===== config.mk =====
export PLATFORM = sky130hd
export DESIGN_NAME = sequence_reorder_buffer_unit
export DESIGN_NICKNAME = d
export VERILOG_FILES = /design/src/rtl/sro_pkg.sv /design/src/rtl/sequence_reorder_buffer_unit.sv /design/src/rtl/sro_queue.sv /design/src/rtl/sro_front.sv /design/src/rtl/sro_back.sv
export SDC_FILE = /design/constraint.sdc
export NUM_CORES = 2
export LEC_CHECK = 0
export BUFFER_PORTS_ARGS = -buffer_cell sky130_fd_sc_hd__buf_2
export CORE_ASPECT_RATIO = 0.75
export CORE_MARGIN = 1.5
export CORE_UTILIZATION = 40
export DETAILED_ROUTE_END_ITERATION = 7
export PLACE_DENSITY = 0.56
export RECOVER_POWER = 100
export SETUP_SLACK_MARGIN = 0.15
export SLEW_MARGIN = 25
export SYNTH_ARGS = -nofsm -noshare
export SYNTH_HDL_FRONTEND = slang
export SYNTH_SLANG_ARGS = --single-unit

===== constraint.sdc =====
create_clock -name clk -period 9.4 [get_ports clk]
set_input_delay 1.88 -clock clk [delete_from_list [all_inputs] [get_ports clk]]
set_output_delay 1.88 -clock clk [all_outputs]
set_load 0.05 [all_outputs]

===== src/rtl/sro_pkg.sv =====
// Shared types and constants for the sequence reorder buffer.
// Depends on nothing; every other file in rtl/ refers to it by scoped names.
package sro_pkg;

    // Reorder window. The slot of a number is its low SLOT_BITS bits, so the
    // window must be a power of two.
    localparam int WINDOW    = 16;
    localparam int SLOT_BITS = $clog2(WINDOW);

    // Width of the next-hop id held in the route state.
    localparam int HOP_BITS = 8;

    // Most deliveries one message may release, and the delivery queue sizing.
    localparam int MAX_OUT   = 16;
    localparam int QPTR_BITS = $clog2(MAX_OUT);
    localparam int QCNT_BITS = $clog2(MAX_OUT + 1);

    // Expected number saturates here.
    localparam logic [31:0] SEQ_MAX = 32'hFFFF_FFFF;

    // Result status codes.
    localparam logic [1:0] ST_ACCEPTED = 2'd0;
    localparam logic [1:0] ST_OLD      = 2'd1;
    localparam logic [1:0] ST_BEYOND   = 2'd2;

    // Configuration register indexes.
    localparam logic [1:0] CFG_ROUTE_IS_DIRECT = 2'd0;
    localparam logic [1:0] CFG_INITIAL_HOP     = 2'd1;

    // One arriving message.
    typedef struct packed {
        logic [31:0] seq_no;
        logic [31:0] payload;
        logic        is_chat;
        logic [7:0]  sender_id;
        logic        from_direct;
    } in_item_t;

    // One result.
    typedef struct packed {
        logic [1:0]  status;
        logic        route_updated;
        logic [7:0]  next_hop;
        logic [31:0] expected_seq;
        logic        delivery_valid;
        logic [31:0] delivery_seq;
        logic [31:0] delivery_payload;
        logic        last;
    } out_item_t;

    // One delivered chat message waiting in the queue.
    typedef struct packed {
        logic [31:0] seq;
        logic [31:0] payload;
    } dlv_t;

    // Summary of one finished message, handed from front to back.
    typedef struct packed {
        logic [1:0]  status;
        logic        route_updated;
        logic [7:0]  next_hop;
        logic [31:0] expected_seq;
    } step_t;

endpackage


===== src/rtl/sequence_reorder_buffer_unit.sv =====
// Top level of the sequence reorder buffer: front part, delivery queue, back part.
// Depends on sro_pkg, sro_front, sro_queue and sro_back.
//
// Usage:
//   Messages enter on in_valid/in_ready/in_data; each transfer is one numbered
//   message. Results leave on out_valid/out_ready/out_data; a message yields one
//   result per delivered chat message in number order, or a single result with
//   no delivery, and the final one has last set. The cfg port (cfg_index,
//   cfg_data) writes route_is_direct (0) and initial_hop (1); the user must
//   write them only while idle, which the block itself does not enforce.
//   Writing initial_hop also reloads the current next hop.
//   Steps: the message is taken, then classified and stored, then each ready
//   slot is drained until the end of the run is found, then the summary is
//   handed over; results then leave one per cycle while the receiver takes them.
//   The output register lets the next message be taken while the final result
//   of the previous one still waits for the receiver; a stalled receiver
//   otherwise holds the back part and, through it, the input.
//   Reset empties the slot store, sets the expected number to one and clears
//   the route state; no clearing pass is needed.
module sequence_reorder_buffer_unit (
    input  logic               clk,
    input  logic               rst_n,
    input  logic               in_valid,
    output logic               in_ready,
    input  sro_pkg::in_item_t  in_data,
    output logic               out_valid,
    input  logic               out_ready,
    output sro_pkg::out_item_t out_data,
    input  logic               cfg_valid,
    output logic               cfg_ready,
    input  logic [1:0]         cfg_index,
    input  logic [7:0]         cfg_data
);

    logic                            back_busy;
    logic                            q_push;
    logic                            q_pop;
    sro_pkg::dlv_t                   q_wdata;
    sro_pkg::dlv_t                   q_rdata;
    logic                            q_full;
    logic                            q_empty;
    logic [sro_pkg::QCNT_BITS-1:0]   q_count;
    logic                            step_valid;
    logic                            step_ready;
    sro_pkg::step_t                  step_data;

    // Classification, slot store and drain.
    sro_front u_front (
        .clk        (clk),
        .rst_n      (rst_n),
        .in_valid   (in_valid),
        .in_ready   (in_ready),
        .in_data    (in_data),
        .cfg_valid  (cfg_valid),
        .cfg_ready  (cfg_ready),
        .cfg_index  (cfg_index),
        .cfg_data   (cfg_data),
        .back_busy  (back_busy),
        .q_push     (q_push),
        .q_wdata    (q_wdata),
        .q_full     (q_full),
        .step_valid (step_valid),
        .step_ready (step_ready),
        .step_data  (step_data)
    );

    // Deliveries waiting for the back part.
    sro_queue u_queue (
        .clk   (clk),
        .rst_n (rst_n),
        .push  (q_push),
        .wdata (q_wdata),
        .pop   (q_pop),
        .rdata (q_rdata),
        .full  (q_full),
        .empty (q_empty),
        .count (q_count)
    );

    // Result formatting and output register.
    sro_back u_back (
        .clk        (clk),
        .rst_n      (rst_n),
        .step_valid (step_valid),
        .step_ready (step_ready),
        .step_data  (step_data),
        .busy       (back_busy),
        .q_pop      (q_pop),
        .q_rdata    (q_rdata),
        .q_empty    (q_empty),
        .q_count    (q_count),
        .out_valid  (out_valid),
        .out_ready  (out_ready),
        .out_data   (out_data)
    );

endmodule


===== src/rtl/sro_queue.sv =====
// Delivery queue between the front and back parts of the reorder buffer.
// Depends on sro_pkg for the entry type and depth.
module sro_queue (
    input  logic                            clk,
    input  logic                            rst_n,
    input  logic                            push,
    input  sro_pkg::dlv_t                   wdata,
    input  logic                            pop,
    output sro_pkg::dlv_t                   rdata,
    output logic                            full,
    output logic                            empty,
    output logic [sro_pkg::QCNT_BITS-1:0]   count
);

    sro_pkg::dlv_t                   entry_reg [sro_pkg::MAX_OUT];
    logic [sro_pkg::QPTR_BITS-1:0]   wr_ptr_reg;
    logic [sro_pkg::QPTR_BITS-1:0]   rd_ptr_reg;
    logic [sro_pkg::QCNT_BITS-1:0]   count_reg;
    logic                            do_push;
    logic                            do_pop;

    // Status flags.
    assign full    = (count_reg == sro_pkg::QCNT_BITS'(sro_pkg::MAX_OUT));
    assign empty   = (count_reg == '0);
    assign count   = count_reg;
    assign rdata   = entry_reg[rd_ptr_reg];
    assign do_push = push && !full;
    assign do_pop  = pop && !empty;

    // Entry storage; the data needs no reset.
    always_ff @(posedge clk)
    begin
        if (do_push)
        begin
            entry_reg[wr_ptr_reg] <= wdata;
        end
    end

    // Pointers and fill count.
    always_ff @(posedge clk or negedge rst_n)
    begin
        if (!rst_n)
        begin
            wr_ptr_reg <= '0;
            rd_ptr_reg <= '0;
            count_reg  <= '0;
        end
        else
        begin
            if (do_push)
            begin
                wr_ptr_reg <= (wr_ptr_reg == sro_pkg::QPTR_BITS'(sro_pkg::MAX_OUT - 1))
                              ? '0 : wr_ptr_reg + 1'b1;
            end
            if (do_pop)
            begin
                rd_ptr_reg <= (rd_ptr_reg == sro_pkg::QPTR_BITS'(sro_pkg::MAX_OUT - 1))
                              ? '0 : rd_ptr_reg + 1'b1;
            end
            if (do_push && !do_pop)
            begin
                count_reg <= count_reg + 1'b1;
            end
            else if (do_pop && !do_push)
            begin
                count_reg <= count_reg - 1'b1;
            end
        end
    end

endmodule


===== src/rtl/sro_front.sv =====
// Front part: accepts messages, classifies them against the window, keeps the
// slot store and route state, and drains ready slots, pushing chat ones into the delivery queue.
// Depends on sro_pkg.
module sro_front (
    input  logic              clk,
    input  logic              rst_n,
    input  logic              in_valid,
    output logic              in_ready,
    input  sro_pkg::in_item_t in_data,
    input  logic              cfg_valid,
    output logic              cfg_ready,
    input  logic [1:0]        cfg_index,
    input  logic [7:0]        cfg_data,
    input  logic              back_busy,
    output logic              q_push,
    output sro_pkg::dlv_t     q_wdata,
    input  logic              q_full,
    output logic              step_valid,
    input  logic              step_ready,
    output sro_pkg::step_t    step_data
);

    typedef enum logic [1:0] {
        S_IDLE,
        S_CLASSIFY,
        S_DRAIN,
        S_DONE
    } state_t;

    typedef struct packed {
        logic [31:0] payload;
        logic        chat;
    } slot_t;

    state_t                          state_reg;
    sro_pkg::in_item_t               item_reg;
    logic                            route_direct_reg;
    logic [31:0]                     expected_reg;
    logic [31:0]                     newest_reg;
    logic [sro_pkg::HOP_BITS-1:0]    hop_reg;
    logic [1:0]                      status_reg;
    logic                            updated_reg;
    logic [sro_pkg::WINDOW-1:0]      slot_full_reg;
    slot_t                           slot_mem [sro_pkg::WINDOW];

    logic [31:0]                     diff;
    logic                            is_old;
    logic                            is_beyond;
    logic [sro_pkg::SLOT_BITS-1:0]   in_slot;
    logic                            take_route;
    logic                            store_item;
    logic [sro_pkg::SLOT_BITS-1:0]   drain_slot;
    logic                            drain_hit;

    // Handshakes toward the input and configuration sides.
    assign in_ready  = (state_reg == S_IDLE) && !back_busy;
    assign cfg_ready = 1'b1;

    // Window classification of the held message.
    assign diff       = item_reg.seq_no - expected_reg;
    assign is_old     = item_reg.seq_no < expected_reg;
    assign is_beyond  = diff >= 32'(sro_pkg::WINDOW);
    assign in_slot    = item_reg.seq_no[sro_pkg::SLOT_BITS-1:0];
    assign store_item = !is_old && !is_beyond && !slot_full_reg[in_slot];
    assign take_route = (item_reg.seq_no > newest_reg) ||
                        ((item_reg.seq_no == newest_reg) && item_reg.from_direct &&
                         !route_direct_reg);

    // Drain of the slot of the expected number; stops when the queue is full.
    assign drain_slot = expected_reg[sro_pkg::SLOT_BITS-1:0];
    assign drain_hit  = slot_full_reg[drain_slot] && !q_full;
    assign q_push     = (state_reg == S_DRAIN) && drain_hit && slot_mem[drain_slot].chat;
    assign q_wdata    = '{seq: expected_reg, payload: slot_mem[drain_slot].payload};

    // Summary handed to the back part.
    assign step_valid = (state_reg == S_DONE);
    assign step_data  = '{status: status_reg, route_updated: updated_reg,
                          next_hop: 8'(hop_reg), expected_seq: expected_reg};

    // Held message and slot contents; payload storage without reset.
    always_ff @(posedge clk)
    begin
        if (in_valid && in_ready)
        begin
            item_reg <= in_data;
        end
        if ((state_reg == S_CLASSIFY) && store_item)
        begin
            slot_mem[in_slot] <= '{payload: item_reg.payload, chat: item_reg.is_chat};
        end
    end

    // Sequencer, route state and slot occupancy.
    always_ff @(posedge clk or negedge rst_n)
    begin
        if (!rst_n)
        begin
            state_reg        <= S_IDLE;
            route_direct_reg <= 1'b0;
            expected_reg     <= 32'd1;
            newest_reg       <= '0;
            hop_reg          <= '0;
            status_reg       <= sro_pkg::ST_ACCEPTED;
            updated_reg      <= 1'b0;
            slot_full_reg    <= '0;
        end
        else
        begin
            // Configuration writes; loading the initial hop also reloads the route.
            if (cfg_valid && cfg_ready)
            begin
                unique case (cfg_index)
                    sro_pkg::CFG_ROUTE_IS_DIRECT: route_direct_reg <= cfg_data[0];
                    sro_pkg::CFG_INITIAL_HOP:
                    begin
                        hop_reg <= cfg_data[sro_pkg::HOP_BITS-1:0];
                    end
                    default: ;
                endcase
            end

            unique case (state_reg)
                S_IDLE:
                begin
                    if (in_valid && in_ready)
                    begin
                        state_reg <= S_CLASSIFY;
                    end
                end
                S_CLASSIFY:
                begin
                    updated_reg <= 1'b0;
                    if (is_old)
                    begin
                        status_reg <= sro_pkg::ST_OLD;
                    end
                    else if (is_beyond)
                    begin
                        status_reg <= sro_pkg::ST_BEYOND;
                    end
                    else if (!store_item)
                    begin
                        status_reg <= sro_pkg::ST_OLD;
                    end
                    else
                    begin
                        status_reg             <= sro_pkg::ST_ACCEPTED;
                        slot_full_reg[in_slot] <= 1'b1;
                        if (take_route)
                        begin
                            newest_reg  <= item_reg.seq_no;
                            hop_reg     <= item_reg.sender_id[sro_pkg::HOP_BITS-1:0];
                            updated_reg <= 1'b1;
                        end
                    end
                    state_reg <= S_DRAIN;
                end
                S_DRAIN:
                begin
                    if (drain_hit)
                    begin
                        slot_full_reg[drain_slot] <= 1'b0;
                        if (expected_reg == sro_pkg::SEQ_MAX)
                        begin
                            state_reg <= S_DONE;
                        end
                        else
                        begin
                            expected_reg <= expected_reg + 32'd1;
                        end
                    end
                    else
                    begin
                        state_reg <= S_DONE;
                    end
                end
                S_DONE:
                begin
                    if (step_ready)
                    begin
                        state_reg <= S_IDLE;
                    end
                end
                default: state_reg <= S_IDLE;
            endcase
        end
    end

endmodule


===== src/rtl/sro_back.sv =====
// Back part: turns a finished message summary and the queued deliveries into
// results, one per cycle while the receiver takes them, through an output register.
// Depends on sro_pkg.
module sro_back (
    input  logic                            clk,
    input  logic                            rst_n,
    input  logic                            step_valid,
    output logic                            step_ready,
    input  sro_pkg::step_t                  step_data,
    output logic                            busy,
    output logic                            q_pop,
    input  sro_pkg::dlv_t                   q_rdata,
    input  logic                            q_empty,
    input  logic [sro_pkg::QCNT_BITS-1:0]   q_count,
    output logic                            out_valid,
    input  logic                            out_ready,
    output sro_pkg::out_item_t              out_data
);

    logic                busy_reg;
    logic                nodlv_reg;
    sro_pkg::step_t      step_reg;
    logic                out_valid_reg;
    sro_pkg::out_item_t  out_reg;
    logic                load;
    logic                last_now;

    assign busy       = busy_reg;
    assign step_ready = !busy_reg;
    assign out_valid  = out_valid_reg;
    assign out_data   = out_reg;

    // A new result is loaded when the output register is free or being emptied.
    assign load     = busy_reg && (!out_valid_reg || out_ready);
    assign q_pop    = load && !nodlv_reg;
    assign last_now = nodlv_reg || (q_count == sro_pkg::QCNT_BITS'(1));

    // Result payload register.
    always_ff @(posedge clk)
    begin
        if (step_valid && step_ready)
        begin
            step_reg <= step_data;
        end
        if (load)
        begin
            out_reg.status         <= step_reg.status;
            out_reg.route_updated  <= step_reg.route_updated;
            out_reg.next_hop       <= step_reg.next_hop;
            out_reg.expected_seq   <= step_reg.expected_seq;
            out_reg.last           <= last_now;
            out_reg.delivery_valid <= !nodlv_reg;
            out_reg.delivery_seq     <= nodlv_reg ? '0 : q_rdata.seq;
            out_reg.delivery_payload <= nodlv_reg ? '0 : q_rdata.payload;
        end
    end

    // Busy flag and output valid.
    always_ff @(posedge clk or negedge rst_n)
    begin
        if (!rst_n)
        begin
            busy_reg      <= 1'b0;
            nodlv_reg     <= 1'b0;
            out_valid_reg <= 1'b0;
        end
        else
        begin
            if (step_valid && step_ready)
            begin
                busy_reg  <= 1'b1;
                nodlv_reg <= q_empty;
            end
            else if (load && last_now)
            begin
                busy_reg <= 1'b0;
            end

            if (load)
            begin
                out_valid_reg <= 1'b1;
            end
            else if (out_ready)
            begin
                out_valid_reg <= 1'b0;
            end
        end
    end

endmodule


**Word-level counts from Yosys, hierarchy flattened**

Memories as Yosys holds them, arrays and structs flattened. A register that Yosys moved wholly into a read port is not among the register bits.
Index checks and enable logic that the tools add are counted.
Widths: inputs -> output; s select.

- Add/sub/neg operators: 6
- Order comparisons: 7
- Eq/ne operators: 17
- Muxes and demuxes: 44
- Bitwise operators: 6
- Reductions and logical operators: 46

Operators with widths:

| cell | count |
|---|---|
| $mux 16 | 4 |
| $mux 8 | 7 |
| $add 32x1->32 const B | 1 |
| $eq 32x32->1 | 1 |
| $eq 32x32->1 const B | 1 |
| $ge 32x5->1 const B | 1 |
| $gt 32x32->1 | 1 |
| $lt 32x32->1 | 1 |
| $pmux 16 s2 | 1 |
| $sub 32x32->32 | 1 |
| $logic_and 1x1->1 | 20 |
| $mux 1 | 17 |
| $and 16x16->16 | 1 |
| $not 16->16 | 1 |
| $or 16x16->16 | 1 |
| $mux 2 | 6 |
| $logic_not 1->1 | 11 |
| $lt 4x5->1 const B | 2 |
| $mux 5 | 2 |
| $reduce_and 5->1 | 2 |
| $add 4x1->4 const B | 2 |
| $bmux 1 s4 | 2 |
| $demux 1 s4 | 2 |
| $eq 4x4->1 const B | 2 |
| other kinds (19) | 36 |

- Bits in registers: 272
- Memory bits (writable): 1552
- Input bits: 89
- Memories kept: 2

Memory list:

| memory | words | bits a word | rd ports | clocked after memory_dff | write ports | line | source |
|---|---|---|---|---|---|---|---|
| u_queue.entry_reg | 16 | 64 | 1 | 1 | 1 | sro_queue.sv:15 | `sro_pkg::dlv_t entry_reg [sro_pkg::MAX_OUT];` |
| u_front.slot_mem | 16 | 33 | 1 | 0 | 1 | sro_front.sv:44 | `slot_t slot_mem [sro_pkg::WINDOW];` |

**Depth between registers and ports, before layout**

- Depth after elaboration: 10
- Depth in mapped cells: 16
- Mapped depth without buffers: 14

**Modules after synthesis**

A second synthesis with hierarchy kept.

- Cells, all modules: 3783
- Area, all modules: 75771.4 um2

Modules (own cells, without submodules):

| module | times used | cells each | area an instance (um2) |
|---|---|---|---|
| sro_queue | 1 | 1870 | 40740.3 |
| sro_front | 1 | 1674 | 29871.1 |
| sro_back | 1 | 239 | 5159.9 |

**Worst setup path before layout**

Ideal clock, no wire load.

- Path kind: register to register
- From: register u_front.expected_reg[0]
- To: memory u_queue.entry_reg[1][0] in the netlist's numbering, enable pin
- Arrival: 6690 ps
- Path slack: 2145 ps
- Cell stages (with the launch flop): 9
- Buffers on the path: 2
- Period minus slack after synthesis: 7255 ps
- Path through: dfstp_2 > buf_1 > mux4_2 > mux4_2 > o211ai_1 > nor2b_1 > clkbuf_1 > nand2_1 > nor3_1

- Longest elaborated chain between the ends: 8
- Elaborated cells on any way between the ends: 9
- Those cells by class: mux: 4; reduce/logical: 4; memory: 1

Ends and longest elaborated chain:

| what | line | source |
|---|---|---|
| start: declaration | sro_front.sv:38 | `logic [31:0] expected_reg;` |
| start signal: assignment | sro_front.sv:169 | `expected_reg <= expected_reg + 32'd1;` |
| $bmux 1 s4 | sro_front.sv:71 | `assign drain_hit = slot_full_reg[drain_slot] && !q_full;` |
| $mux 1 (implied by the code) | sro_front.sv:71 |  |
| $logic_and 1x1->1 | sro_front.sv:71 |  |
| $logic_and 1x1->1 | sro_front.sv:72 | `assign q_push = (state_reg == S_DRAIN) && drain_hit && slot_mem[drain_slot].chat;` |
| $logic_and 1x1->1 * | sro_front.sv:72 |  |
| $logic_and 1x1->1 * | sro_queue.sv:27 | `assign do_push = push && !full;` |
| named net u_queue.do_push | sro_queue.sv:19 | `logic do_push;` |
| $mux 1 * | sro_queue.sv:33 | `if (do_push)` |
| $mux 1 (implied by the code) * | sro_queue.sv:35 | `entry_reg[wr_ptr_reg] <= wdata;` |
| end: declaration | sro_queue.sv:15 |  |

The timed path passes the listed nets; every way through them passes the cells marked *. The select of a mux whose other input is x is not followed.

**Worst setup path after layout**

- From: register u_front.expected_reg[1]
- To: memory u_front.slot_mem[2][21] in the netlist's numbering, enable pin

- Longest elaborated chain between the ends: 8
- Elaborated cells on any way between the ends: 10
- Those cells by class: add/sub: 1; order compare: 2; mux: 2; reduce/logical: 5

Ends and longest elaborated chain:

| what | line | source |
|---|---|---|
| $sub 32x32->32 | sro_front.sv:60 | `assign diff = item_reg.seq_no - expected_reg;` |
| $ge 32x5->1 | sro_front.sv:62 | `assign is_beyond = diff >= 32'(sro_pkg::WINDOW);` |
| $logic_not 1->1 | sro_front.sv:64 | `assign store_item = !is_old && !is_beyond && !slot_full_reg[in_slot];` |
| $logic_and 1x1->1 * (2 in series) | sro_front.sv:64 |  |
| $logic_and 1x1->1 * | sro_front.sv:87 | `if ((state_reg == S_CLASSIFY) && store_item)` |
| $mux 1 * | sro_front.sv:87 |  |
| $mux 1 (implied by the code) * | sro_front.sv:89 | `slot_mem[in_slot] <= '{payload: item_reg.payload, chat: item_reg.is_chat};` |
| end: declaration | sro_front.sv:44 |  |

Every way passes the cells marked *; elsewhere a longest branch is shown, timed or not.

==> flow_summary.ini <==
[floorplanning]
start_util_pct = 40.3
pin_count = 201
die_area_um2 = 187000
coreArea_um2 = 183000
die_width_um = 499
die-height_um = 375
rows = 136

[clock_network]
cts_sinks = 1888
hold_buffers = 0
clkTransAtPathRegs_ns = 0.06
cts_tree = done
post_cts_buffers = 0
cts_buffer_depth = 3
cts_root_buffer = clkbuf_16
postCtsResizedCells = 0
clkLatencyLatePin_ns = 0.82
h-tree-depth = 4
cts_buffers = 181

[setup_path]
crit_chain = inv_1, ha_1, nor2b_1, o2111ai_1, a2111oi_0, nor2_1, xnor2_1, or4_1, or4_1, nand4bb_1, or4_1, or2_0, nor2_1, buf_12
reg2reg_depth = 14
timing.rr.start = u_front.expected_reg[1]$_DFFE_PN0P_
r2r_end = u_front.slot_mem[2][21]$_DFFE_PP_
slowest_delay_ns = 1.31
crit_buf_inv = 2
crit_path_max_fanout = 30
r2r_setup_slack_ns = 1.64
path_delay_family = simple AND/OR/NAND/NOR gates
cp_data_arrival_time_ns = 8.27
crit_type = reg -> reg
cpMostUsedCell = or4_1
worstPathRequired_ns = 9.92
cp_slowest_cell = dfrtp_1
end_kind = flop
critPathLaunchType = flop
cp.depth = 14

[placed_design]
port_buffers = 199
dpl_worst_slack_ns = 2.72
dp.cells = 5930
dp_hpwl_um = 104000
gp_congestion = 0.823
placed_area_um2 = 78200

[sta]
clock.fmax_ghz = 0.129
min_period_over_period_pct = 82.5
worst_slew_pin_slew_ns = 4.07
slew_headroom_pct = -171
hold_viol_final = 0
hold_ws_ns = 0.389
rsz0062_at_grt = no
finalSetupViolCount = 0
drv_slew = 746
setup_ws_ns = 1.64
fin_skew_ns = 0.0476
fin_crit_ns = 7.76
tns_ns = 0

[power]
power_density_nw_per_um2 = 288
p_leak_nw = 26.6
p_total_mw = 24.1
ir_drop_mv = 0.261

[global_route]
gr-usage-all-layers_pct = 18.8
antenna_found_initial = 8
grt_max_degree = 144
grt_pass1_wl_um = 254000
grt-ovfl-total = 0
grt_pass1_vias = 35300

[routing]
wl_per_cell_um = 28.1
viasPerCell = 5.52
post-route-drc-count = 0
drtAntennaViolNets = 0
totalWireLength_um = 176000
dr.pass1.iters = 5
drt_iter0_markers = 3792
via_count = 34600

[logic_synthesis]
ys_top_cells_by_area = edfxtp_1 72%, mux4_2 15%, dfrtp_1 3.7%
synth_top_area_cell = edfxtp_1
netlist_instances = 3403
syn_avg_cell_area_um2 = 21.7
yosysWarnings = 0
syn_nets = 3575
synthFlopType = edfxtp_1
synth_edf_count = 1778
async_flop_share_pct = 5.83
ys_ff_latch = 1888
yosysSeqAreaShare_pct = 76.0
syn_area_um2 = 73900
synth_top_area_share_pct = 72.3
synth_cell_types = 78

[min_path]
hold_path_end = u_back.out_data[98]$_DFFE_PP_
worstHoldPathCells = 0
hold_start = u_back.step_reg[32]$_DFFE_PP_
hold_class = reg -> reg

[layout]
design_area_um2 = 83500
drive_above_1_share_pct = 23.9
layout.nets = 3876
largest_reg_flops = 1024
layout.cells.non_filler = 6273
areaGrowthSynthToFinish_pct = 13.0
post-route-util_pct = 45.6

[run_status]
status = finished with violations
violations = max-capacitance violations, max-slew violations

[flow_run]
cap_violations = 18
==> cells by family after synthesis <==
family	synth area share, %
flops	76.0
mux	16.1
simple gates	2.76
buf+inv	1.33
compound gates	1.79
fa+ha+maj	1.42
xor+xnor	0.569
other cells	0.00508
==> worst register-to-register path: stages, from the launching register on <==
cell	delay, ns
dfrtp_1	1.31
inv_1	0.27
ha_1	0.37
nor2b_1	0.16
o2111ai_1	0.18
a2111oi_0	1.01
nor2_1	0.18
xnor2_1	0.18
or4_1	0.51
or4_1	0.41
nand4bb_1	0.32
or4_1	0.69
or2_0	0.40
nor2_1	1.19
buf_12	0.29
==> power breakdown <==
part	switching [mW]	internal (mW)	leakage [nW]	total, mW
clock network	3.13	3.89	2.75	7.02
registers	0.480	10.3	17.8	10.8
logic	3.66	2.64	6.13	6.30
==> cell type report <==
| cell class | count | area [um^2] |
|---|---|---|
| Fill cell | 15300 | 99800 |
| Inverter | 93 | 352 |
| Timing Repair Buffer | 273 | 1590 |
| Clock inverter | 95 | 838 |
| Tap cell | 2415 | 3020 |
| Clock buffer | 235 | 4790 |
| Multi-Input combinational cell | 1267 | 16700 |
| Antenna cell | 7 | 17.5 |
| Sequential cell | 1888 | 56200 |
==> per-layer routing <==
layer  part of all wire, %  wire, um  global-route usage (%)
met1                    48     84700                    30.1
met4                   1.7      2940                    3.89
met2                    44     76800                    27.0
met5                     0         0                       0
met3                   6.6     11700                    3.28
==> synth_stat cells (all sizes together), types with 5 or more instances <==
| master | n |
|---|---|
| or3 | 9 |
| nand2b | 15 |
| o21ai | 36 |
| nand2 | 73 |
| a21o | 14 |
| inv | 92 |
| and2 | 69 |
| mux2i | 6 |
| nor2 | 85 |
| o221ai | 5 |
| a21oi | 42 |
| mux2 | 52 |
| o2bb2ai | 9 |
| ha | 82 |
| a31oi | 18 |
| or2 | 7 |
| a31o | 6 |
| dfrtp | 109 |
| nand3 | 30 |
| edfxtp | 1778 |
| nor2b | 12 |
| a211oi | 7 |
| nand4 | 24 |
| xor2 | 5 |
| or4 | 5 |
| clkbuf | 106 |
| o211ai | 7 |
| mux4 | 495 |
| nor3 | 20 |
| o21a | 12 |
| nor4 | 13 |
| buf | 49 |
| xnor2 | 43 |
| and3 | 14 |
==> layout by cell type (no fill, tap or decap), drive strengths merged, types with 36 or more instances in the layout <==
cell	count
and2	69
dfrtp	109
mux2	52
nand2	73
ha	82
clkbuf	388
inv	100
mux4	495
buf	120
clkinv	74
nor2	85
a21oi	42
o21ai	36
xnor2	43
edfxtp	1778
==> how the worst max path moves through the flow <==
| stage | slack [ns] | end | startpoint |
|---|---|---|---|
| global route | 1.20 | u_queue.entry_reg[12][8]$_DFFE_PP_ | u_front.expected_reg[2]$_DFFE_PN0P_ |
| global placement | 2.42 | u_front.slot_mem[8][17]$_DFFE_PP_ | u_front.in_slot[0]$_DFFE_PP_ |
| CTS | 2.71 | u_front.slot_mem[8][29]$_DFFE_PP_ | u_front.expected_reg[8]$_DFFE_PN0P_ |
| finish | 1.64 | u_front.slot_mem[2][21]$_DFFE_PP_ | u_front.expected_reg[1]$_DFFE_PN0P_ |
| detailed placement | 2.72 | u_front.slot_mem[8][17]$_DFFE_PP_ | u_front.expected_reg[8]$_DFFE_PN0P_ |
| floorplan | 2.15 | u_queue.entry_reg[1][0]$_DFFE_PP_ | u_front.expected_reg[0]$_DFFE_PN1P_ |
Power figures use the tool's default switching activity.
